[config.mk]
export PLATFORM = sky130hd
export DESIGN_NAME = relay_burst_hold_driver
export DESIGN_NICKNAME = d
export VERILOG_FILES = /design/src/sv/rbhd_pkg.sv /design/src/sv/rbhd_core.sv /design/src/sv/rbhd_shift.sv /design/src/sv/relay_burst_hold_driver.sv
export SDC_FILE = /design/constraint.sdc
export NUM_CORES = 1
export LEC_CHECK = 0
export BUFFER_PORTS_ARGS = -buffer_cell sky130_fd_sc_hd__buf_4
export CAP_MARGIN = 0
export CORE_MARGIN = 2
export CORE_UTILIZATION = 41
export DETAILED_ROUTE_END_ITERATION = 8
export MAX_ROUTING_LAYER = met4
export PLACE_DENSITY = 0.67
export RECOVER_POWER = 25
export SLEW_MARGIN = 5
export SYNTH_ARGS = -nofsm -noshare
export SYNTH_HDL_FRONTEND = slang
export SYNTH_SLANG_ARGS = --single-unit
[constraint.sdc]
create_clock -name clk -period 2 [get_ports clk]
set_input_delay 0.5 -clock clk [delete_from_list [all_inputs] [get_ports clk]]
set_output_delay 0.5 -clock clk [all_outputs]
set_load 0.01 [all_outputs]
[src/sv/rbhd_pkg.sv]
// Package for the relay burst/hold driver: shared types, codes and reset values.
// No dependencies; imported by every module of the block.
package rbhd_pkg;

  localparam int unsigned MASK_W  = 16;
  localparam int unsigned BYTE_W  = 8;
  localparam int unsigned IDX_W   = 3;
  localparam int unsigned CFG_IDX_W = 1;

  // Configuration register indexes
  localparam logic [CFG_IDX_W-1:0] CFG_SUSTAIN_MASK = 1'b0;
  localparam logic [CFG_IDX_W-1:0] CFG_BURST_TICKS  = 1'b1;

  // Command codes
  localparam logic CMD_TICK = 1'b0;
  localparam logic CMD_SET  = 1'b1;

  localparam logic [MASK_W-1:0] SUSTAIN_MASK_RST = 16'hAAAA;
  localparam logic [BYTE_W-1:0] BURST_TICKS_RST  = 8'd50;
  localparam logic [BYTE_W-1:0] LINE_OFF         = 8'hFF;
  localparam logic [IDX_W-1:0]  IDX_LAST         = 3'd7;

  // One tick's work, handed from the state stage to the serializer
  typedef struct packed {
    logic [BYTE_W-1:0] line;     // inverted drive byte to shift out
    logic [BYTE_W-1:0] latched;  // byte latched at the start of this tick
  } tick_rec_t;

  typedef struct packed {
    logic      valid;
    tick_rec_t rec;
  } tick_req_t;

endpackage

[src/sv/rbhd_core.sv]
// State stage of the relay burst/hold driver: input register, relay pattern,
// burst counter, rotating hold mask and configuration registers. Uses rbhd_pkg.
module rbhd_core
  import rbhd_pkg::*;
(
  input  logic                 clk,
  input  logic                 rst_n,
  input  logic                 in_valid,
  output logic                 in_stall,
  input  logic                 in_cmd,
  input  logic [BYTE_W-1:0]    in_relay_pattern,
  input  logic                 cfg_we,
  input  logic [CFG_IDX_W-1:0] cfg_index,
  input  logic [MASK_W-1:0]    cfg_data,
  output tick_req_t            tick_req,
  input  logic                 tick_ready
);

  logic              s1_valid_r, s1_valid_nxt;
  logic              s1_cmd_r;
  logic [BYTE_W-1:0] s1_pat_r;

  logic [MASK_W-1:0] sustain_mask_r;
  logic [BYTE_W-1:0] burst_ticks_r;
  logic [BYTE_W-1:0] stored_pattern_r;
  logic [MASK_W-1:0] hold_mask_r;
  logic [BYTE_W-1:0] burst_left_r;
  logic [BYTE_W-1:0] preloaded_r;

  logic              adv;
  logic              in_xfer;
  logic [BYTE_W-1:0] drive;
  logic [BYTE_W-1:0] line_nxt;

  assign adv      = s1_valid_r && ((s1_cmd_r == CMD_SET) || tick_ready);
  assign in_stall = s1_valid_r && !adv;
  assign in_xfer  = in_valid && !in_stall;

  always_comb begin
    if (burst_left_r == '0) begin
      drive = stored_pattern_r & hold_mask_r[BYTE_W-1:0];
    end else begin
      drive = stored_pattern_r;
    end
    line_nxt = ~drive;
  end

  assign tick_req.valid       = s1_valid_r && (s1_cmd_r == CMD_TICK);
  assign tick_req.rec.line    = line_nxt;
  assign tick_req.rec.latched = preloaded_r;

  always_comb begin
    s1_valid_nxt = s1_valid_r;
    if (in_xfer) begin
      s1_valid_nxt = 1'b1;
    end else if (adv) begin
      s1_valid_nxt = 1'b0;
    end
  end

  always_ff @(posedge clk) begin
    if (!rst_n) begin
      s1_valid_r <= 1'b0;
    end else begin
      s1_valid_r <= s1_valid_nxt;
    end
  end

  always_ff @(posedge clk) begin
    if (in_xfer) begin
      s1_cmd_r <= in_cmd;
      s1_pat_r <= in_relay_pattern;
    end
  end

  always_ff @(posedge clk) begin
    if (!rst_n) begin
      sustain_mask_r   <= SUSTAIN_MASK_RST;
      burst_ticks_r    <= BURST_TICKS_RST;
      stored_pattern_r <= '0;
      hold_mask_r      <= SUSTAIN_MASK_RST;
      burst_left_r     <= '0;
      preloaded_r      <= LINE_OFF;
    end else if (cfg_we) begin
      case (cfg_index)
        CFG_SUSTAIN_MASK: begin
          sustain_mask_r <= cfg_data;
          hold_mask_r    <= cfg_data;
        end
        CFG_BURST_TICKS: burst_ticks_r <= cfg_data[BYTE_W-1:0];
        default: ;
      endcase
    end else if (adv) begin
      if (s1_cmd_r == CMD_SET) begin
        if (s1_pat_r != stored_pattern_r) begin
          burst_left_r <= burst_ticks_r;
        end
        stored_pattern_r <= s1_pat_r;
      end else begin
        if (burst_left_r != '0) begin
          burst_left_r <= burst_left_r - 1'b1;
        end
        preloaded_r <= line_nxt;
        hold_mask_r <= {hold_mask_r[MASK_W-2:0], hold_mask_r[MASK_W-1]};
      end
    end
  end

endmodule

[src/sv/rbhd_shift.sv]
// Serializer of the relay burst/hold driver: emits one drive byte as eight
// serial bits, LSB first, on the result channel. Uses rbhd_pkg.
module rbhd_shift
  import rbhd_pkg::*;
(
  input  logic              clk,
  input  logic              rst_n,
  input  tick_req_t         tick_req,
  output logic              tick_ready,
  output logic              out_valid,
  input  logic              out_stall,
  output logic              out_serial_bit,
  output logic [IDX_W-1:0]  out_bit_index,
  output logic              out_last_bit,
  output logic [BYTE_W-1:0] out_latched_outputs
);

  logic              active_r, active_nxt;
  logic [IDX_W-1:0]  idx_r, idx_nxt;
  logic [BYTE_W-1:0] line_r;
  logic [BYTE_W-1:0] latched_r;
  logic              out_xfer;
  logic              is_last;
  logic              load;

  assign is_last    = (idx_r == IDX_LAST);
  assign out_xfer   = active_r && !out_stall;
  assign tick_ready = !active_r || (out_xfer && is_last);
  assign load       = tick_req.valid && tick_ready;

  assign out_valid           = active_r;
  assign out_serial_bit      = line_r[idx_r];
  assign out_bit_index       = idx_r;
  assign out_last_bit        = is_last;
  assign out_latched_outputs = latched_r;

  always_comb begin
    active_nxt = active_r;
    idx_nxt    = idx_r;
    if (load) begin
      active_nxt = 1'b1;
      idx_nxt    = '0;
    end else if (out_xfer) begin
      if (is_last) begin
        active_nxt = 1'b0;
      end else begin
        idx_nxt = idx_r + 1'b1;
      end
    end
  end

  always_ff @(posedge clk) begin
    if (!rst_n) begin
      active_r <= 1'b0;
      idx_r    <= '0;
    end else begin
      active_r <= active_nxt;
      idx_r    <= idx_nxt;
    end
  end

  always_ff @(posedge clk) begin
    if (load) begin
      line_r    <= tick_req.rec.line;
      latched_r <= tick_req.rec.latched;
    end
  end

endmodule

[src/sv/relay_burst_hold_driver.sv]
// Top level of the relay burst/hold driver: coil economizer for eight
// active-low relays fed through an external serial shift register.
// Depends on rbhd_pkg, rbhd_core and rbhd_shift.
//
// A set command (cmd = 1) stores a relay pattern; a changed pattern reloads
// the burst counter from burst_ticks. A tick (cmd = 0) latches the byte
// preloaded on the previous tick, forms the next drive byte (full pattern
// while the burst counter runs, else the pattern ANDed with the low byte of
// the rotating hold mask) and emits it inverted, LSB first, as eight result
// transfers, one serial bit each. A tick therefore occupies the result port
// until its last bit transfers, and the serializer, which holds one tick at a
// time, sets the sustained tick rate. A set command yields no transfer. The
// input register accepts the next item while the serializer is still
// shifting, and a tick waiting there is handed over in the cycle the
// previous tick's last bit transfers, so back-to-back ticks leave no gap.
// Writing sustain_mask also reloads the hold mask. Configure only when idle.
module relay_burst_hold_driver
  import rbhd_pkg::*;
(
  input  logic                 clk,
  input  logic                 rst_n,
  input  logic                 in_valid,
  output logic                 in_stall,
  input  logic                 in_cmd,
  input  logic [BYTE_W-1:0]    in_relay_pattern,
  output logic                 out_valid,
  input  logic                 out_stall,
  output logic                 out_serial_bit,
  output logic [IDX_W-1:0]     out_bit_index,
  output logic                 out_last_bit,
  output logic [BYTE_W-1:0]    out_latched_outputs,
  input  logic                 cfg_we,
  input  logic [CFG_IDX_W-1:0] cfg_index,
  input  logic [MASK_W-1:0]    cfg_data
);

  tick_req_t tick_req;
  logic      tick_ready;

  // Hold the incoming item, update relay state, form the drive byte
  rbhd_core u_core (
    .clk              (clk),
    .rst_n            (rst_n),
    .in_valid         (in_valid),
    .in_stall         (in_stall),
    .in_cmd           (in_cmd),
    .in_relay_pattern (in_relay_pattern),
    .cfg_we           (cfg_we),
    .cfg_index        (cfg_index),
    .cfg_data         (cfg_data),
    .tick_req         (tick_req),
    .tick_ready       (tick_ready)
  );

  // Shift the drive byte out, one bit per result transfer
  rbhd_shift u_shift (
    .clk                 (clk),
    .rst_n               (rst_n),
    .tick_req            (tick_req),
    .tick_ready          (tick_ready),
    .out_valid           (out_valid),
    .out_stall           (out_stall),
    .out_serial_bit      (out_serial_bit),
    .out_bit_index       (out_bit_index),
    .out_last_bit        (out_last_bit),
    .out_latched_outputs (out_latched_outputs)
  );

endmodule

==> metrics.txt, run 1 <==
portion of synthesized cell area occupied by the leading cell type=around 31%; fin crit share=106%; most frequent cells after synthesis=56 x nand2_1, 53 x dfxtp_1, 25 x edfxtp_1, 25 x o21ai_0, 20 x mux2i_1; Post-DRT Antenna Nets=0; relative slew slack=60.5%; gp weighted congestion=about 0.8; reg-to-reg endpoint=u_core.hold_mask_r[7]; kind of path behind the tightest hold check=in -> reg; max capacitance violation total=0; Leakage=between 1.5 and 2 nW; required time at the worst-slack endpoint=1.50 ns; Port Buf Inserts=45; CTS root buffer=clkbuf_8; #FFs+latches synth=78; Final setup viols=2; Highest Clock Rate=about 470 MHz; number of antenna violations at the first check in global routing=0; share of synthesized flip-flops with an asynchronous set or reset=0%; vertical extent of the die=95.4 um; fillcell total=around 730; EDFF count, synth=25; overflow left after global routing=0; Critical path origin=u_shift.out_bit_index[0]; sequential area share after synthesis=52.9%; CTS tree=done; Tot Pwr=3.26 mW; count of antenna diodes in the layout=0; cells after synthesis=330; aggregate global-route resource usage=17.8%; Setup CP Type=reg -> out; floorplan die area=9100 um2; reg2reg setup slack=0.11 ns; leading cell types by total area after synthesis=dfxtp_1 31%, edfxtp_1 22%, nand2_1 6.1%; number of sinks driven by the clock tree=78; VDD IR-drop max=about 0.45 mV; power per standard cell area=around 760 nW/um2; number of library cell types mapped by synthesis=48; Ys Warns=0; number of hold violations in the final report=0; shortest period the worst path allows=between 2 and 2.5 ns; number of H-tree levels=3; synthesized net count=364; final count of pins violating max slew=0; DR vias=2,573; Crit Path Max Fanout=3; run status=finished with violations; transition at the pin with the smallest max-transition slack=0.589 ns; Worst setup SP type=flop; starting DRC count in detailed routing=152; worst flop-to-flop path startpoint=u_shift.out_bit_index[0]; effective utilization at floorplan=a little over two fifths; number of global-route vias before repair=2,414; Critical Path Sink=out_serial_bit; Synth Flop Type=dfxtp_1; setup TNS=-0.173 ns; placeable core region=8130 um2; violations in the final reports=setup timing; clock tree buffer depth=2; DP HPWL=5.22 mm; setup slack after layout=-0.130 ns; hold buffers post-CTS=0; remaining design rule violation count=0; hold wc startpoint=in_relay_pattern[2]; post-synthesis cell area=between 3000 and 4000 um2; post-CTS clock slew at the launch and capture registers of the worst setup and hold paths=0.09 ns; Core Util, Final=52.5%; Arr. time, crit path=1.63 ns; clk_skew=0.0120 ns; first-pass iteration count of the detailed router=4; average wire per cell in the routed design=15.1 um; drt via density=between 5 and 6; wirelength, routed=7.53 mm; overall die width=around 95 um; tightest hold margin=0.334 ns; most frequent cell after synthesis=nand2_1; final-stage net count=roughly 420; depth of the worst register-to-register path=10; wire length of the first global-routing pass=11.9 mm; clock latency at the later pin of the worst-skew pair=~0.36 ns; number of buffers created by CTS=9; Crit. End Element=primary output; row cnt=33; Place WS=0.0683 ns; area growth from synthesis to final layout=24.8%; I/O Pins=between 40 and 50; largest net degree at the start of global routing=32; Avg Synthesized Cell Area=10.4 um2; cell type with the largest total area after synthesis=dfxtp_1; RSZ-0062 raised after global routing=true; share of layout cells above drive strength 1=28.1%
==> routing by layer <==
metal | share of wire (%) | vias up | global-route usage, %
met5 | 0 | - | -
met4 | 1.7 | 0 | 6.67
li1 | - | 1295 | -
met1 | 48 | 1212 | 23.3
met2 | 47 | 58 | 26.6
met3 | 3.7 | 8 | 4.51
==> worst min-delay path by stage <==
stage          cells past startpoint                        endpoint  slack, ns
5_1_grt                            1              u_core.s1_pat_r[1]       0.32
4_1_cts                            1              u_core.s1_pat_r[2]       0.30
3_5_place_dp                       0  u_shift.out_latched_outputs[2]       0.42
2_1_floorplan                      0  u_shift.out_latched_outputs[0]       0.41
6_report                           1              u_core.s1_pat_r[2]       0.33
3_3_place_gp                       0  u_shift.out_latched_outputs[0]       0.41
==> layout make-up <==
cell class | instances | area, um2 | share of cell area [%]
Inverter | 4 | 15.0 | 0.351
Clock inverter | 7 | 62.6 | 1.46
Tap cell | 105 | 131 | 3.08
Clock buffer | 9 | 124 | 2.90
Sequential cell | 78 | 1820 | 42.5
Multi-Input combinational cell | 232 | 1610 | 37.8
Timing Repair Buffer | 65 | 510 | 12.0
==> worst max-delay path: stages (launching register included) <==
cell and delay (ns):
dfxtp_4 0.38, mux4_2 0.49, mux2_4 0.28, buf_6 0.12
==> metrics by stage <==
step | cells | instance area, um2
floorplan | 330 | 3430
global placement | 479 | 3960
detailed placement | 479 | 3960
CTS | 498 | 4190
global route | 500 | 4270
finish | 500 | 4270
==> sequential cells by signal, indices dropped and copies added, names as in the netlist <==
name	count
u_core.hold_mask_r	16
u_core.s1_valid_r	1
u_shift.out_bit_index	3
u_core.s1_pat_r	8
u_core.stored_pattern_r	8
u_core.burst_left_r	8
u_core.s1_cmd_r	1
u_shift.out_latched_outputs	8
u_shift.out_valid	1
u_core.burst_ticks_r	8
u_shift.line_r	8
u_core.preloaded_r	8
==> what timing repair did <==
item | CTS | global route
setup buffers | 3 | 2
gates resized for setup | 8 | 15
endpoints found under the setup margin | 2 | 14
pin swaps | 1 | 2
cloned | 0 | 1
==> cells in the final DEF (no fill, tap or decap), types with 3 or more instances in the layout <==
cell type,n
nand2_1,55
o211a_1,8
nand2b_1,3
clkbuf_8,9
nor2b_1,9
mux2i_1,20
o21ai_1,3
clkbuf_4,9
dfxtp_1,52
buf_4,49
o21ai_0,22
nand3_1,14
a21oi_1,3
clkinvlp_4,3
xnor2_1,9
a211oi_2,5
a21boi_0,17
o211ai_1,4
nor2_1,18
inv_1,4
edfxtp_1,25
buf_6,4
a211oi_1,4
==> kinds of logic (layout without fill, tap and decap cells) <==
kind of cell / after synthesis / after routing / share of synthesized area (%)
compound gates: 80 / 81 / 17.1
xor+xnor: 9 / 9 / 2.30
fa+ha+maj: 3 / 3 / 1.10
buf+inv: 21 / 85 / 2.85
flops: 78 / 78 / 52.9
mux: 23 / 23 / 7.49
simple gates: 116 / 116 / 16.2
==> report_power, final <==
| part | leakage [nW] | switching (mW) | internal [mW] |
|---|---|---|---|
| Clock | 0.0863 | 0.651 | 0.476 |
| Sequential | 0.645 | 0.0478 | 1.69 |
| Combinational | 0.917 | 0.207 | 0.185 |
| Total | 1.65 | 0.906 | 2.36 |
Power figures use the tool's default switching activity.
==> inputs of run 2 (changes only) <==
PLACE_DENSITY = not set   (was 0.67)
SLEW_MARGIN = 30   (was 5)
==> metrics.txt, run 2 (synthesis gave the netlist of run 1 again) <==
run status=finished with violations; violations in the final reports=setup timing; kind of path behind the tightest hold check=in -> reg; most common library cell in the layout ignoring fill and taps=nand2_1; gp weighted congestion=~0.8; total non-filler cell area in the finished layout=4330 um2; clock tree buffer depth=2; Crit Path Max Fanout=5; highest-count cells in the layout ignoring fill and taps=55 x nand2_1, 52 x buf_4, 52 x dfxtp_1; largest net degree at the start of global routing=39; relative slew slack=roughly 50%; wirelength, routed=7.77 mm; VDD IR-drop max=0.389 mV; flip-flop count of the largest register, all copies and words added=16; Port Buf Inserts=between 40 and 50; Tot Pwr=3.51 mW; Worst setup SP type=flop; wire length of the first global-routing pass=12.3 mm; count of antenna diodes in the layout=0; Place WS=0.0692 ns; hold buffers post-CTS=0; placeable core region=8130 um2; share of layout cells above drive strength 1=27.5%; Placed Cells incl. Taps=479; overflow left after global routing=0; count of placed standard cells in the final layout, fillers left out=roughly 500; Most flops, register=u_core.hold_mask_r; Final setup viols=2; tightest hold margin=0.330 ns; area growth from synthesis to final layout=26.5%; clk_skew=0.00856 ns; remaining design rule violation count=0; CTS tree=done; DP HPWL=between 5 and 6 mm; transition at the pin with the smallest max-transition slack=0.747 ns; cell area reported after detailed placement=3970 um2; max capacitance violation total=0; number of sinks driven by the clock tree=approximately 80; number of buffers created by CTS=9; clock latency at the later pin of the worst-skew pair=~0.36 ns; Core Util, Final=53.3%; shortest period the worst path allows=2.13 ns; final count of pins violating max slew=0; Arr. time, crit path=around 1.6 ns; first-pass iteration count of the detailed router=4; setup slack after layout=-0.130 ns; aggregate global-route resource usage=18.5%; overall die width=95.4 um; number of global-route vias before repair=2,488; DR vias=2,656; number of H-tree levels=3; row cnt=33; post-CTS clock slew at the launch and capture registers of the worst setup and hold paths=around 0.090 ns; Highest Clock Rate=469 MHz; Crit. End Element=primary output; floorplan die area=a little over 9000 um2; number of antenna violations at the first check in global routing=0; average wire per cell in the routed design=15.4 um; effective utilization at floorplan=a little over two fifths; Post-DRT Antenna Nets=0; Leakage=1.70 nW; starting DRC count in detailed routing=112; power per standard cell area=811 nW/um2; I/O Pins=46; final-stage net count=429; vertical extent of the die=roughly 95 um; RSZ-0062 raised after global routing=true; fin crit share=106%; number of hold violations in the final report=0; CTS root buffer=clkbuf_8; required time at the worst-slack endpoint=1.50 ns; Setup CP Type=reg -> out; setup TNS=-0.245 ns; drt via density=5.26
run 2: routing by layer:
layer / track usage, % / up-vias / part of all wire [%]
met5: - / - / 0
met4: 8.10 / 0 / 1.7
met3: 3.16 / 14 / 3.2
met2: 27.9 / 54 / 47
met1: 24.6 / 1266 / 48
li1: - / 1322 / -
run 2: cell type report:
class	count	area, um2
multi-input combinational	233	1600
clock buffer	9	124
clock inverter	7	105
timing repair buffer	69	544
tap	105	131
inverter	4	15.0
fill	736	3800
sequential	78	1820
run 2: path summary, 6_finish.rpt:
| kind | from | to | slack (ns) | cells after the start |
|---|---|---|---|---|
| setup / recovery | u_shift.out_bit_index[0] | out_serial_bit | -0.13 | 3 |
| hold / removal | in_relay_pattern[3] | u_core.s1_pat_r[3] | 0.33 | 1 |
| setup reg to reg | u_shift.out_bit_index[0] | u_core.s1_pat_r[4] | 0.04 | 10 |
| hold reg to reg | u_core.preloaded_r[4] | u_shift.out_latched_outputs[4] | 0.45 | 0 |
run 2: worst max-delay path, stage by stage (launching register included):
cell and delay (ns):
dfxtp_4 0.38, mux4_2 0.49, mux2_4 0.28, buf_6 0.12
run 2: where the power goes:
part	switching [mW]	total (mW)	internal (mW)
logic	0.215	0.411	0.196
clock network	0.642	1.36	0.722
registers	0.0440	1.74	1.69
total	0.901	3.51	2.61
run 2: timing repair:
item	CTS	global route
setup buffers	3	5
resized for setup	7	13
gates cloned	0	2
pin swaps	1	4
endpoints found under the setup margin	2	34
==> inputs of run 3 (changes only) <==
TNS_END_PERCENT = 20   (was not set)
==> metrics.txt, run 3 (synthesis gave the netlist of run 1 again) <==
drt via density=about 5; effective utilization at floorplan=a little over two fifths; wirelength, routed=7.30 mm; net switching power figure=approximately 0.90 mW; setup slack after layout=-0.180 ns; Sw Share=27.7%; VDD IR-drop max=0.459 mV; clk_skew=0.00940 ns; gp weighted congestion=0.779; Placed Cells incl. Taps=479; floorplan die area=9100 um2; Crit Path Max Fanout=2; CP cell instances=buf_6 -> mux4_2 -> mux2_4 -> buf_6; hold buffers post-CTS=0; post-CTS clock slew at the launch and capture registers of the worst setup and hold paths=0.09 ns; Worst setup SP type=flop; required time at the worst-slack endpoint=approximately 1.5 ns; relative slew slack=approximately 55%; number of buffers created by CTS=9; Place WS=about 0.056 ns; number of H-tree levels=3; placeable core region=8130 um2; most common library cell in the layout ignoring fill and taps=nand2_1; Arr. time, crit path=1.68 ns; count of antenna diodes in the layout=0; share of layout cells above drive strength 1=26.2%; Setup CP Type=reg -> out; transition at the pin with the smallest max-transition slack=between 0.6 and 0.7 ns; overall die width=~95 um; Leakage=1.63 nW; kind of path behind the tightest hold check=in -> reg; Logic pwr share=around an eighth; Port Buf Inserts=45; number of sinks driven by the clock tree=78; overflow left after global routing=0; Max stage delay cell, worst path=mux4_2; proportion of power drawn by the clock network=34.8%; flip-flop count of the largest register, all copies and words added=16; average wire per cell in the routed design=between 10 and 15 um; starting DRC count in detailed routing=110; Most flops, register=u_core.hold_mask_r; first-pass iteration count of the detailed router=4; remaining design rule violation count=0; row cnt=33; RSZ-0062 raised after global routing=true; count of placed standard cells in the final layout, fillers left out=498; aggregate global-route resource usage=18.1%; critical path's largest stage delay=0.49 ns; final-stage net count=around 420; violations in the final reports=setup timing; fin crit share=109%; clock tree buffer depth=2; clock latency at the later pin of the worst-skew pair=0.36 ns; Highest Clock Rate=459 MHz; I/O Pins=46; Post-DRT Antenna Nets=0; Internal Power=2.35 mW; final count of pins violating max slew=0; highest-count cells in the layout ignoring fill and taps=55 x nand2_1, 52 x dfxtp_1, 48 x buf_4; number of hold violations in the final report=0; CTS root buffer=clkbuf_8; number of antenna violations at the first check in global routing=0; DR vias=2,552; area growth from synthesis to final layout=23.2%; CTS tree=done; Crit. End Element=primary output; crit-path most repeated cell=buf_6; part of the power in registers=between 50% and 60%; DP HPWL=5.15 mm; number of global-route vias before repair=2,430; run status=finished with violations; shortest period the worst path allows=2.18 ns; power per standard cell area=772 nW/um2; Final setup viols=2; largest net degree at the start of global routing=37; wire length of the first global-routing pass=12.0 mm; Tot Pwr=3.26 mW; max capacitance violation total=0; vertical extent of the die=between 90 and 100 um
[run 3: cell type report]
type	count	area [um2]
tap	105	131
multi-input combinational	231	1590
sequential	78	1810
timing repair buffer	64	487
clock buffer	9	124
inverter	4	15.0
clock inverter	7	63.8
fill	752	3920
[run 3: timing repair]
item | CTS | global route
gates resized for setup | 9 | 10
pin swaps | 2 | 1
buffers inserted | 2 | 1
setup endpoints to repair | 2 | 11
[run 3: power by group through the flow]
stage / Clock [mW] / Sequential, mW / Combinational [mW]
2_1_floorplan: 0 / 1.77 / 0.253
3_3_place_gp: 0 / 1.77 / 0.373
3_5_place_dp: 0 / 1.78 / 0.376
4_1_cts: 1.16 / 1.74 / 0.384
5_1_grt: 1.23 / 1.75 / 0.432
6_report: 1.13 / 1.74 / 0.385
[run 3: final timing paths]
| path | to | depth (start not counted) | slack, ns | start |
|---|---|---|---|---|
| worst max-delay path | out_serial_bit | 4 | -0.18 | u_shift.out_bit_index[0] |
| worst min-delay path | u_core.s1_cmd_r | 1 | 0.34 | in_cmd |
| worst max register to register | u_core.s1_pat_r[0] | 10 | 0.12 | u_shift.out_bit_index[0] |
| worst min register to register | u_shift.out_latched_outputs[0] | 0 | 0.44 | u_core.preloaded_r[0] |
[run 3: worst max-delay path: cells and delay by family, from the launching register on]
| family | cells | cell delay, ns |
|---|---|---|
| flip-flops | 1 | 0.35 |
| buffers and inverters | 2 | 0.22 |
| multiplexers | 2 | 0.76 |
[run 3: stage by stage]
| step | TNS (ns) | utilization (%) | area, um2 | hold slack [ns] |
|---|---|---|---|---|
| after CTS | -0.252 | 51.5 | 4190 | 0.297 |
| after floorplan | -0.823 | - | 3430 | 0.408 |
| after global routing | -0.487 | 51.9 | 4220 | 0.320 |
| after global placement | 0 | 48.6 | 3950 | 0.421 |
| final | -0.311 | 51.9 | 4220 | 0.338 |
| after detailed placement | 0 | 48.6 | 3950 | 0.416 |
[run 3: metal layers]
metal	part of all wire (%)	global-route usage [%]	vias up
met5	0	-	-
met4	1.6	6.07	0
met3	3.7	4.43	8
met2	46	27.3	44
met1	49	24.1	1202
li1	-	-	1298
